==> config.mk <==
export PLATFORM = sky130hd
export DESIGN_NAME = gyro_heading_integrator_core
export DESIGN_NICKNAME = d
export VERILOG_FILES = /design/src/ghi_pkg.sv /design/src/ghi_integrator.sv /design/src/ghi_track.sv /design/src/gyro_heading_integrator_core.sv
export SDC_FILE = /design/constraint.sdc
export NUM_CORES = 2
export LEC_CHECK = 0
export BUFFER_PORTS_ARGS = -buffer_cell sky130_fd_sc_hd__buf_2
export CAP_MARGIN = 0
export CORE_ASPECT_RATIO = 0.6
export CORE_UTILIZATION = 45
export DETAILED_ROUTE_END_ITERATION = 8
export REMOVE_ABC_BUFFERS = 1
export SLEW_MARGIN = 20
export SYNTH_ARGS = -nofsm -noshare
export SYNTH_HDL_FRONTEND = slang
export SYNTH_HIERARCHICAL = 1
export SYNTH_SLANG_ARGS = --single-unit
export TNS_END_PERCENT = 100
==> constraint.sdc <==
create_clock -name clk -period 33.2 [get_ports clk]
set_input_delay 4.98 -clock clk [delete_from_list [all_inputs] [get_ports clk]]
set_output_delay 4.98 -clock clk [all_outputs]
set_load 0.05 [all_outputs]
==> src/ghi_pkg.sv <==
// Shared types and fixed constants for the gyro heading integrator.
// Depends on nothing; every other file in src but ghi_integrator imports it.
`timescale 1ns / 1ps

package ghi_pkg;

	// Word kinds on the input channel.
	localparam logic KIND_RATE = 1'b0;
	localparam logic KIND_SET  = 1'b1;

	// Deadband register value after reset.
	localparam logic [12:0] DEADBAND_RESET = 13'd4;

	// One full turn in tenths of a degree, and the edges used for turn counting.
	localparam logic [11:0] FULL_TURN = 12'd3600;
	localparam logic [11:0] LOW_EDGE  = 12'd200;
	localparam logic [11:0] HIGH_EDGE = 12'd3400;

	// 2^16 mod 3600, used to fold the upper half of a quotient into a narrow residue.
	localparam logic [9:0] WORD_WRAP = 10'd736;

	// Reciprocal of 3600 for residues below 2^26 (exact floor division).
	localparam int          ANG_IN_W    = 26;
	localparam int          ANG_SHIFT   = 38;
	localparam int          ANG_QUO_W   = 14;
	localparam logic [63:0] ANG_RECIP_W = ((64'd1 << ANG_SHIFT) / 64'(FULL_TURN)) + 64'd1;
	localparam logic [26:0] ANG_RECIP   = ANG_RECIP_W[26:0];

	// Control fields that travel with a word down the pipeline.
	typedef struct packed {
		logic        kind;
		logic        upd;
		logic [11:0] new_heading;
	} ghi_ctl_t;

endpackage

==> src/ghi_integrator.sv <==
// Deadband and Simpson-style run integration over the rate samples.
// Holds the integration state; self-contained, no package needed.
`timescale 1ns / 1ps

module ghi_integrator (
	input  logic               clk,
	input  logic               arst_n,
	input  logic               step,
	input  logic        [12:0] deadband,
	input  logic signed [13:0] rate,
	output logic        [31:0] total,
	output logic               upd
);

	localparam logic [1:0]  PHASE_IDLE  = 2'd0;
	localparam logic [1:0]  PHASE_ONE   = 2'd1;
	localparam logic [1:0]  PHASE_THREE = 2'd3;
	localparam logic [16:0] DIV3_RECIP  = 17'd43691;
	localparam int          DIV3_SHIFT  = 17;

	// Truncating division by three of a 16-bit signed value by reciprocal multiply.
	function automatic logic [15:0] div3(input logic [15:0] v);
		logic [15:0] mag;
		logic [32:0] prod;
		logic [15:0] quo;
		mag  = v[15] ? (~v + 16'd1) : v;
		prod = {17'b0, mag} * {16'b0, DIV3_RECIP};
		quo  = prod[DIV3_SHIFT +: 16];
		return v[15] ? (~quo + 16'd1) : quo;
	endfunction

	logic signed [13:0] last_q;
	logic        [1:0]  phase_q;
	logic        [31:0] base_q;
	logic        [31:0] total_q;
	logic        [31:0] odd_q;
	logic        [31:0] even_q;

	logic signed [13:0] last_n;
	logic        [1:0]  phase_n;
	logic        [31:0] base_n;
	logic        [31:0] total_n;
	logic        [31:0] odd_n;
	logic        [31:0] even_n;

	logic signed [14:0] rate_x;
	logic signed [14:0] th_x;
	logic               dead;
	logic signed [13:0] rate_eff;
	logic        [1:0]  phase_eff;
	logic               live;
	logic        [15:0] last16;
	logic        [15:0] last3;
	logic        [15:0] rate16;
	logic        [15:0] term_odd;
	logic        [15:0] term_even;
	logic        [15:0] inc_odd;
	logic        [15:0] inc_even;
	logic        [31:0] odd_acc;
	logic        [31:0] even_acc;
	logic        [31:0] rate32;

	// Deadband, then the two alternating weighted partial sums.
	always_comb begin
		rate_x    = {rate[13], rate};
		th_x      = $signed({2'b00, deadband});
		dead      = (rate_x < th_x) && (rate_x > -th_x);
		rate_eff  = dead ? 14'sd0 : rate;
		phase_eff = dead ? PHASE_IDLE : phase_q;
		live      = (rate_eff != 14'sd0);

		last16    = {{2{last_q[13]}}, last_q};
		last3     = (last16 << 1) + last16;
		rate16    = {{2{rate_eff[13]}}, rate_eff};
		rate32    = {{18{rate_eff[13]}}, rate_eff};
		term_odd  = ((phase_eff == PHASE_THREE) ? last3 : last16) + rate16;
		term_even = ((phase_eff == PHASE_THREE) ? last16 : last3) + rate16;
		inc_odd   = div3(term_odd);
		inc_even  = div3(term_even);
		odd_acc   = odd_q + {{16{inc_odd[15]}}, inc_odd};
		even_acc  = even_q + {{16{inc_even[15]}}, inc_even};

		last_n  = rate_eff;
		phase_n = phase_eff;
		base_n  = base_q;
		total_n = total_q;
		odd_n   = odd_q;
		even_n  = even_q;
		if (live) begin
			if (phase_eff == PHASE_IDLE) begin
				// A new run starts from the total reached so far.
				base_n  = total_q;
				odd_n   = rate32;
				even_n  = 32'd0;
				phase_n = PHASE_THREE;
				total_n = total_q + rate32;
			end else begin
				odd_n   = odd_acc;
				even_n  = even_acc;
				phase_n = (phase_eff == PHASE_THREE) ? PHASE_ONE : PHASE_THREE;
				total_n = base_q + ((phase_eff == PHASE_THREE) ? even_acc : odd_acc);
			end
		end
	end

	assign total = total_n;
	assign upd   = live;

	// Integration state advances once per rate word.
	always_ff @(posedge clk or negedge arst_n) begin
		if (!arst_n) begin
			last_q  <= '0;
			phase_q <= PHASE_IDLE;
			base_q  <= '0;
			total_q <= '0;
			odd_q   <= '0;
			even_q  <= '0;
		end else if (step) begin
			last_q  <= last_n;
			phase_q <= phase_n;
			base_q  <= base_n;
			total_q <= total_n;
			odd_q   <= odd_n;
			even_q  <= even_n;
		end
	end

endmodule

==> src/ghi_track.sv <==
// Heading offset, wrap and turn counting over the mirrored angle.
// Depends on ghi_pkg for the turn constants and the control struct.
`timescale 1ns / 1ps

module ghi_track (
	input  logic                  clk,
	input  logic                  arst_n,
	input  logic                  step,
	input  ghi_pkg::ghi_ctl_t     ctl,
	input  logic           [11:0] mirrored,
	output logic           [11:0] heading,
	output logic           [15:0] turns
);

	import ghi_pkg::*;

	localparam logic signed [13:0] TURN_S     = $signed({2'b00, FULL_TURN});
	localparam logic signed [13:0] TWO_TURN_S = TURN_S <<< 1;

	logic        [11:0] mir_q;
	logic signed [12:0] off_q;
	logic        [11:0] cur_q;
	logic        [11:0] prev_q;
	logic        [15:0] turns_q;

	logic        [11:0] mir_n;
	logic signed [12:0] off_n;
	logic        [11:0] cur_n;
	logic        [11:0] prev_n;
	logic        [15:0] turns_n;

	logic signed [13:0] sum;
	logic signed [13:0] wrapped;

	// Offset the mirrored angle and bring it back into one turn.
	always_comb begin
		sum = $signed({2'b00, mirrored}) + $signed({off_q[12], off_q});
		if (sum < 14'sd0) begin
			wrapped = sum + TURN_S;
		end else if (sum >= TWO_TURN_S) begin
			wrapped = sum - TWO_TURN_S;
		end else if (sum >= TURN_S) begin
			wrapped = sum - TURN_S;
		end else begin
			wrapped = sum;
		end
	end

	// Next state: a set word moves the offset, a rate word updates and counts turns.
	always_comb begin
		mir_n   = mir_q;
		off_n   = off_q;
		cur_n   = cur_q;
		prev_n  = prev_q;
		turns_n = turns_q;
		if (ctl.kind == KIND_SET) begin
			off_n = $signed({1'b0, ctl.new_heading}) - $signed({1'b0, mir_q});
			cur_n = ctl.new_heading;
		end else begin
			if (ctl.upd) begin
				mir_n = mirrored;
				cur_n = wrapped[11:0];
			end
			if ((prev_q < LOW_EDGE) && (cur_n > HIGH_EDGE)) begin
				turns_n = turns_q - 16'd1;
			end else if ((prev_q > HIGH_EDGE) && (cur_n < LOW_EDGE)) begin
				turns_n = turns_q + 16'd1;
			end
			prev_n = cur_n;
		end
	end

	assign heading = cur_n;
	assign turns   = turns_n;

	always_ff @(posedge clk or negedge arst_n) begin
		if (!arst_n) begin
			mir_q   <= '0;
			off_q   <= '0;
			cur_q   <= '0;
			prev_q  <= '0;
			turns_q <= '0;
		end else if (step) begin
			mir_q   <= mir_n;
			off_q   <= off_n;
			cur_q   <= cur_n;
			prev_q  <= prev_n;
			turns_q <= turns_n;
		end
	end

endmodule

==> src/gyro_heading_integrator_core.sv <==
// Gyro rate to heading integrator, top level; uses ghi_pkg, ghi_integrator, ghi_track.
// A rate word's result passes through all nine stages before it is offered.
// Throughput: one word per cycle while out_ready holds; set-heading words take a slot but give no result.
// A stalled output lets the pipeline fill its empty stages before input is held off.
// Reset (arst_n low) empties the pipeline, clears the integration and tracking state and sets the deadband to 4.
`timescale 1ns / 1ps

module gyro_heading_integrator_core #(
	parameter int SCALE_DIVISOR = 64
) (
	input  logic               clk,
	input  logic               arst_n,
	input  logic               cfg_wr_en,
	input  logic        [12:0] cfg_wr_data,
	input  logic               in_valid,
	output logic               in_ready,
	input  logic               kind,
	input  logic signed [13:0] rate_sample,
	input  logic        [11:0] new_heading,
	output logic               out_valid,
	input  logic               out_ready,
	output logic        [11:0] heading,
	output logic signed [27:0] unwrapped_heading
);

	import ghi_pkg::*;

	// Exact reciprocal for truncating division of a 32-bit magnitude by SCALE_DIVISOR.
	localparam int          SCALE_LOG     = $clog2(SCALE_DIVISOR);
	localparam int          SCALE_SHIFT   = 32 + SCALE_LOG;
	localparam logic [63:0] SCALE_RECIP_W = ((64'd1 << SCALE_SHIFT) / 64'(SCALE_DIVISOR)) + 64'd1;
	localparam logic [15:0] SCALE_RECIP_LO = SCALE_RECIP_W[15:0];
	localparam logic [16:0] SCALE_RECIP_HI = SCALE_RECIP_W[32:16];

	localparam int STAGES   = 9;
	localparam int ST_INTEG = 1;
	localparam int ST_TRACK = 7;

	// Configuration register.
	logic [12:0] deadband_q;

	always_ff @(posedge clk or negedge arst_n) begin
		if (!arst_n) begin
			deadband_q <= DEADBAND_RESET;
		end else if (cfg_wr_en) begin
			deadband_q <= cfg_wr_data;
		end
	end

	// Pipeline flow control: a stage moves when it is empty or the next one moves.
	logic [STAGES-1:0] vld_q;
	logic [STAGES-1:0] vld_in;
	logic [STAGES-1:0] adv;
	logic [STAGES-1:0] ld;

	// Payload registers.
	logic               kind_s1;
	logic signed [13:0] rate_s1;
	logic        [11:0] new_heading_s1;
	ghi_ctl_t           ctl_s2, ctl_s3, ctl_s4, ctl_s5, ctl_s6, ctl_s7;
	logic        [31:0] total_s2;
	logic               neg_s3, neg_s4, neg_s5, neg_s6;
	logic        [47:0] plo_s3;
	logic        [48:0] phi_s3;
	logic        [31:0] qmag_s4;
	logic [ANG_IN_W-1:0] r1_s5, r1_s6;
	logic [ANG_QUO_W-1:0] quo_s6;
	logic        [11:0] mirrored_s7;
	logic        [11:0] heading_s8;
	logic        [15:0] turns_s8;
	logic        [11:0] heading_s9;
	logic signed [27:0] unwrapped_s9;

	always_comb begin
		adv[STAGES-1] = !vld_q[STAGES-1] || out_ready;
		for (int k = STAGES - 2; k >= 0; k--) begin
			adv[k] = !vld_q[k] || adv[k+1];
		end
		vld_in[0] = in_valid;
		ld[0]     = in_valid && adv[0];
		for (int k = 1; k < STAGES; k++) begin
			vld_in[k] = vld_q[k-1];
			ld[k]     = vld_q[k-1] && adv[k];
		end
		// Set-heading words end at the tracking stage.
		vld_in[ST_TRACK] = vld_q[ST_TRACK-1] && (ctl_s7.kind == KIND_RATE);
	end

	always_ff @(posedge clk or negedge arst_n) begin
		if (!arst_n) begin
			vld_q <= '0;
		end else begin
			for (int k = 0; k < STAGES; k++) begin
				if (adv[k]) begin
					vld_q[k] <= vld_in[k];
				end
			end
		end
	end

	assign in_ready  = adv[0];
	assign out_valid = vld_q[STAGES-1];

	// Stage 1: input register.
	always_ff @(posedge clk) begin
		if (ld[0]) begin
			kind_s1        <= kind;
			rate_s1        <= rate_sample;
			new_heading_s1 <= new_heading;
		end
	end

	// Stage 2: run integration.
	logic        integ_step;
	logic [31:0] integ_total;
	logic        integ_upd;

	assign integ_step = ld[ST_INTEG] && (kind_s1 == KIND_RATE);

	ghi_integrator u_integ (
		.clk      (clk),
		.arst_n   (arst_n),
		.step     (integ_step),
		.deadband (deadband_q),
		.rate     (rate_s1),
		.total    (integ_total),
		.upd      (integ_upd)
	);

	always_ff @(posedge clk) begin
		if (ld[1]) begin
			ctl_s2.kind        <= kind_s1;
			ctl_s2.upd         <= (kind_s1 == KIND_RATE) && integ_upd;
			ctl_s2.new_heading <= new_heading_s1;
			total_s2           <= integ_total;
		end
	end

	// Stage 3: magnitude times the scale reciprocal, as two partial products.
	logic [31:0] mag_c;
	assign mag_c = total_s2[31] ? (~total_s2 + 32'd1) : total_s2;

	always_ff @(posedge clk) begin
		if (ld[2]) begin
			ctl_s3 <= ctl_s2;
			neg_s3 <= total_s2[31];
			plo_s3 <= {16'b0, mag_c} * {32'b0, SCALE_RECIP_LO};
			phi_s3 <= {17'b0, mag_c} * {32'b0, SCALE_RECIP_HI};
		end
	end

	// Stage 4: combine the partial products into the quotient magnitude.
	logic [64:0] prod_c;
	logic [64:0] shifted_c;
	assign prod_c    = {17'b0, plo_s3} + {phi_s3, 16'b0};
	assign shifted_c = prod_c >> SCALE_SHIFT;

	always_ff @(posedge clk) begin
		if (ld[3]) begin
			ctl_s4  <= ctl_s3;
			neg_s4  <= neg_s3;
			qmag_s4 <= shifted_c[31:0];
		end
	end

	// Stage 5: fold the upper half so the residue mod 3600 stays below 2^26.
	logic [ANG_IN_W-1:0] r1_c;
	assign r1_c = ({10'b0, qmag_s4[31:16]} * {16'b0, WORD_WRAP}) + {10'b0, qmag_s4[15:0]};

	always_ff @(posedge clk) begin
		if (ld[4]) begin
			ctl_s5 <= ctl_s4;
			neg_s5 <= neg_s4;
			r1_s5  <= r1_c;
		end
	end

	// Stage 6: quotient of the folded value by 3600.
	logic [52:0] aprod_c;
	assign aprod_c = {27'b0, r1_s5} * {26'b0, ANG_RECIP};

	always_ff @(posedge clk) begin
		if (ld[5]) begin
			ctl_s6 <= ctl_s5;
			neg_s6 <= neg_s5;
			r1_s6  <= r1_s5;
			quo_s6 <= aprod_c[ANG_SHIFT +: ANG_QUO_W];
		end
	end

	// Stage 7: remainder and mirror. A negative angle mirrors back onto its own remainder.
	logic [ANG_IN_W-1:0] rem_c;
	logic [11:0]         rem12_c;
	logic [11:0]         mirrored_c;

	always_comb begin
		rem_c   = r1_s6 - ({12'b0, quo_s6} * {14'b0, FULL_TURN});
		rem12_c = rem_c[11:0];
		if (neg_s6 || (rem12_c == 12'd0)) begin
			mirrored_c = rem12_c;
		end else begin
			mirrored_c = FULL_TURN - rem12_c;
		end
	end

	always_ff @(posedge clk) begin
		if (ld[6]) begin
			ctl_s7      <= ctl_s6;
			mirrored_s7 <= mirrored_c;
		end
	end

	// Stage 8: heading state and turn count.
	logic [11:0] track_heading;
	logic [15:0] track_turns;

	ghi_track u_track (
		.clk      (clk),
		.arst_n   (arst_n),
		.step     (ld[ST_TRACK]),
		.ctl      (ctl_s7),
		.mirrored (mirrored_s7),
		.heading  (track_heading),
		.turns    (track_turns)
	);

	always_ff @(posedge clk) begin
		if (ld[ST_TRACK]) begin
			heading_s8 <= track_heading;
			turns_s8   <= track_turns;
		end
	end

	// Stage 9: output register with the unwrapped heading.
	logic signed [27:0] turns_x;
	logic signed [27:0] unwrapped_c;
	assign turns_x     = {{12{turns_s8[15]}}, turns_s8};
	assign unwrapped_c = (turns_x * $signed({16'b0, FULL_TURN})) + $signed({16'b0, heading_s8});

	always_ff @(posedge clk) begin
		if (ld[8]) begin
			heading_s9   <= heading_s8;
			unwrapped_s9 <= unwrapped_c;
		end
	end

	assign heading           = heading_s9;
	assign unwrapped_heading = unwrapped_s9;

endmodule

==> metrics.cfg <==
[critical_path]
crit_slowest_cell = xor2_2
endpoint_kind = flip-flop
cp_data_arrival_time_ns = 20.47
cp-start-kind = flip-flop
crit_path_max_incr_delay_ns = 0.97
r2r_slack_ns = 13.09
rr_worst_depth = 71
critPathMostFrequentCell = a21oi_1
r2r_start = deadband_q[3]$_DFFE_PN0P_
crit_fanout = 85
crit_start = deadband_q[3]$_DFFE_PN0P_
r2r-end = total_s2[30]$_DFFE_PP_
worstPathRequired_ns = 33.56
path_class = flip-flop to flip-flop

[clock_network]
htreeDepth = 2
cts.repair.resized = 0
hold_buffers = 0
clk_latency_ns = 0.67
root_buffer = clkbuf_16
clock-sinks = 548
max-clock-path-buffers = 3
cts_tree = done
cts_setup_buffers = 0
numCtsBuffers = 55
clk_pin_slew_ns = 0.07

[detailed_routing]
antenna_left = 0
wl_per_cell_um = 19.8
via_per_inst = 5.51
drt-initial-drc-count = 3471
drt_first_pass_iters = 6
dr_total_vias = 41000
drc = 0
wl_um = 147000

[synth]
synth.avg_cell_area_um2 = 9.81
synthCells = 5722
synth.area.top_cells = ha_1 (19%), edfxtp_1 (17%), fa_1 (14%)
yosysWarnings = 6
synth_common_cells = inv_1 (874), ha_1 (842), nand2_1 (423)
synthMostInstantiatedCell = inv_1
ys_types = 118
ys_seq_elements = 548
synth_top_area_share_pct = 18.8
synth_edf_count = 317
ys_async_sr_fraction_pct = 42.2
ys.flop_type = edfxtp_1
synth_top_cell_by_area = ha_1
synth.cell_area_um2 = 56100
synth_seq_area_share_pct = 27.3

[sta]
finalSetupTns_ns = 0
hold_violations = 0
worst_slew_pin_slew_ns = 1.20
max_slew_margin_pct = 20.0
rsz0062_at_grt = no
slew_viol_final = 0
setup_ws_ns = 13.09
skew_ns = 0.0536
fin_crit_sh_pct = 60.6
hold-worst-slack_ns = 0.399
setup_violations = 0
fin_crit_ns = 20.11
fmax_mhz = 49.7

[layout]
final_cells = 7441
drive_gt1_share_pct = 6.92
fillers = 11300
multiInputGateArea_um2 = 37100
seqCellArea_um2 = 15300
area_growth_syn_to_layout_pct = 7.51
fin_nets = 7066

[grt]
grt_antenna_before_repair = 12
grt_max_degree = 86
grt_pass1_vias = 39200
gr-usage-all-layers_pct = 23.4
grt_pass1_wl_um = 230000
overflow = 0

[floorplan]
initial_core_util_pct = 45.8
dieArea_um2 = 126000
die_w_um = 458
io_pins = 87
core-area_um2 = 123000
die_h_um = 276
num_rows = 99

[min_path]
min-delay-start = ctl_s6[7]$_DFFE_PP_
min_to = ctl_s7[7]$_DFFE_PP_
hold_depth = 0
hold_path_class = flip-flop to flip-flop

[place]
gp_congestion = 0.920
dp_slack_ns = 13.31
dp_cells = 7337
port_buffers = 86
dp_hpwl_um = 120000

[run_status]
outcome = complete, no violations

[job]
maxCapViolations = 0

worst max-delay path by stage:
stage                        endpoint  slack (ns)  cells after the start
2_1_floorplan  total_s2[30]$_DFFE_PP_       14.37                     78
3_3_place_gp   total_s2[30]$_DFFE_PP_       13.60                     83
3_5_place_dp   total_s2[30]$_DFFE_PP_       13.31                     78
4_1_cts        total_s2[30]$_DFFE_PP_       13.18                     78
5_1_grt        total_s2[30]$_DFFE_PP_       11.21                     79
6_report       total_s2[30]$_DFFE_PP_       13.09                     71
state kept, by name, summed over array words and instances, names as in the netlist, 16 cells and up:
name	cells
unwrapped_heading	24
turns_s8	16
r1_s5	22
u_track/turns_q	16
u_integ/odd_q	32
phi_s3	26
qmag_s4	26
total_s2	32
u_integ/total_q	32
u_integ/base_q	32
u_integ/even_q	32
cells in the final DEF (no fill, tap or decap), drive strengths merged, types with 53 or more instances in the layout:
cell      n
nor2    281
a21oi   345
a21o    117
fa      401
buf     120
clkbuf   61
edfxtp  317
o21a     55
xnor2   256
xor2    143
ha      842
nand2   423
nor3     59
o31ai    58
nand3    77
dfrtp   230
o21ai   298
inv     882
mux2     96
nor2b    53
per-layer routing:
layer  wire length (µm)  vias to the layer above  GRT usage, %  share of wire (%)
li1                   -                    19800             -                  -
met1              78400                    19800          38.5                 53
met2              54100                     1217          30.5                 37
met3              12500                      116          5.79                8.5
met4               2100                        0          3.37                1.4
met5                  0                        -             0                  0
critical path, delay by kind of cell, from the launching register on:
family | cells | cell delay [ns]
xor gates and xnor gates | 3 | 1.32
and+or+nand+nor | 21 | 4.56
DFF | 1 | 0.37
muxes | 1 | 0.17
adders and majority gates | 11 | 4.52
buffers and inverters | 7 | 1.21
AOI/OAI and AO/OA | 28 | 7.64
logic make-up after synthesis:
kind of cell	after synthesis	share of synthesized area [%]
adders and majority gates	1243	33.1
and+or+nand+nor	1243	11.0
AOI/OAI and AO/OA	1172	13.3
buffers and inverters	996	6.72
DFF	548	27.3
xor gates and xnor gates	401	6.36
muxes	118	2.33
other	1	0.00668
final cells by class:
type | count | share of cell area [%]
sequential | 548 | 25.4
inverter | 875 | 5.44
timing repair buffer | 120 | 1.15
antenna | 1 | 0.00415
multi-input combinational | 4178 | 61.5
clock inverter | 42 | 0.776
clock buffer | 61 | 2.37
tap | 1616 | 3.35
stage by stage:
step / cell area [µm²] / utilization, %
finish: 60300 / 49.2
CTS: 60300 / 49.2
global placement: 58400 / 47.6
floorplan: 55600 / -
detailed placement: 58400 / 47.6
global route: 60300 / 49.2
Power is left out: the tool's default activity adds up to more than one toggle a clock period on the data nets, which glitch-free logic cannot reach.
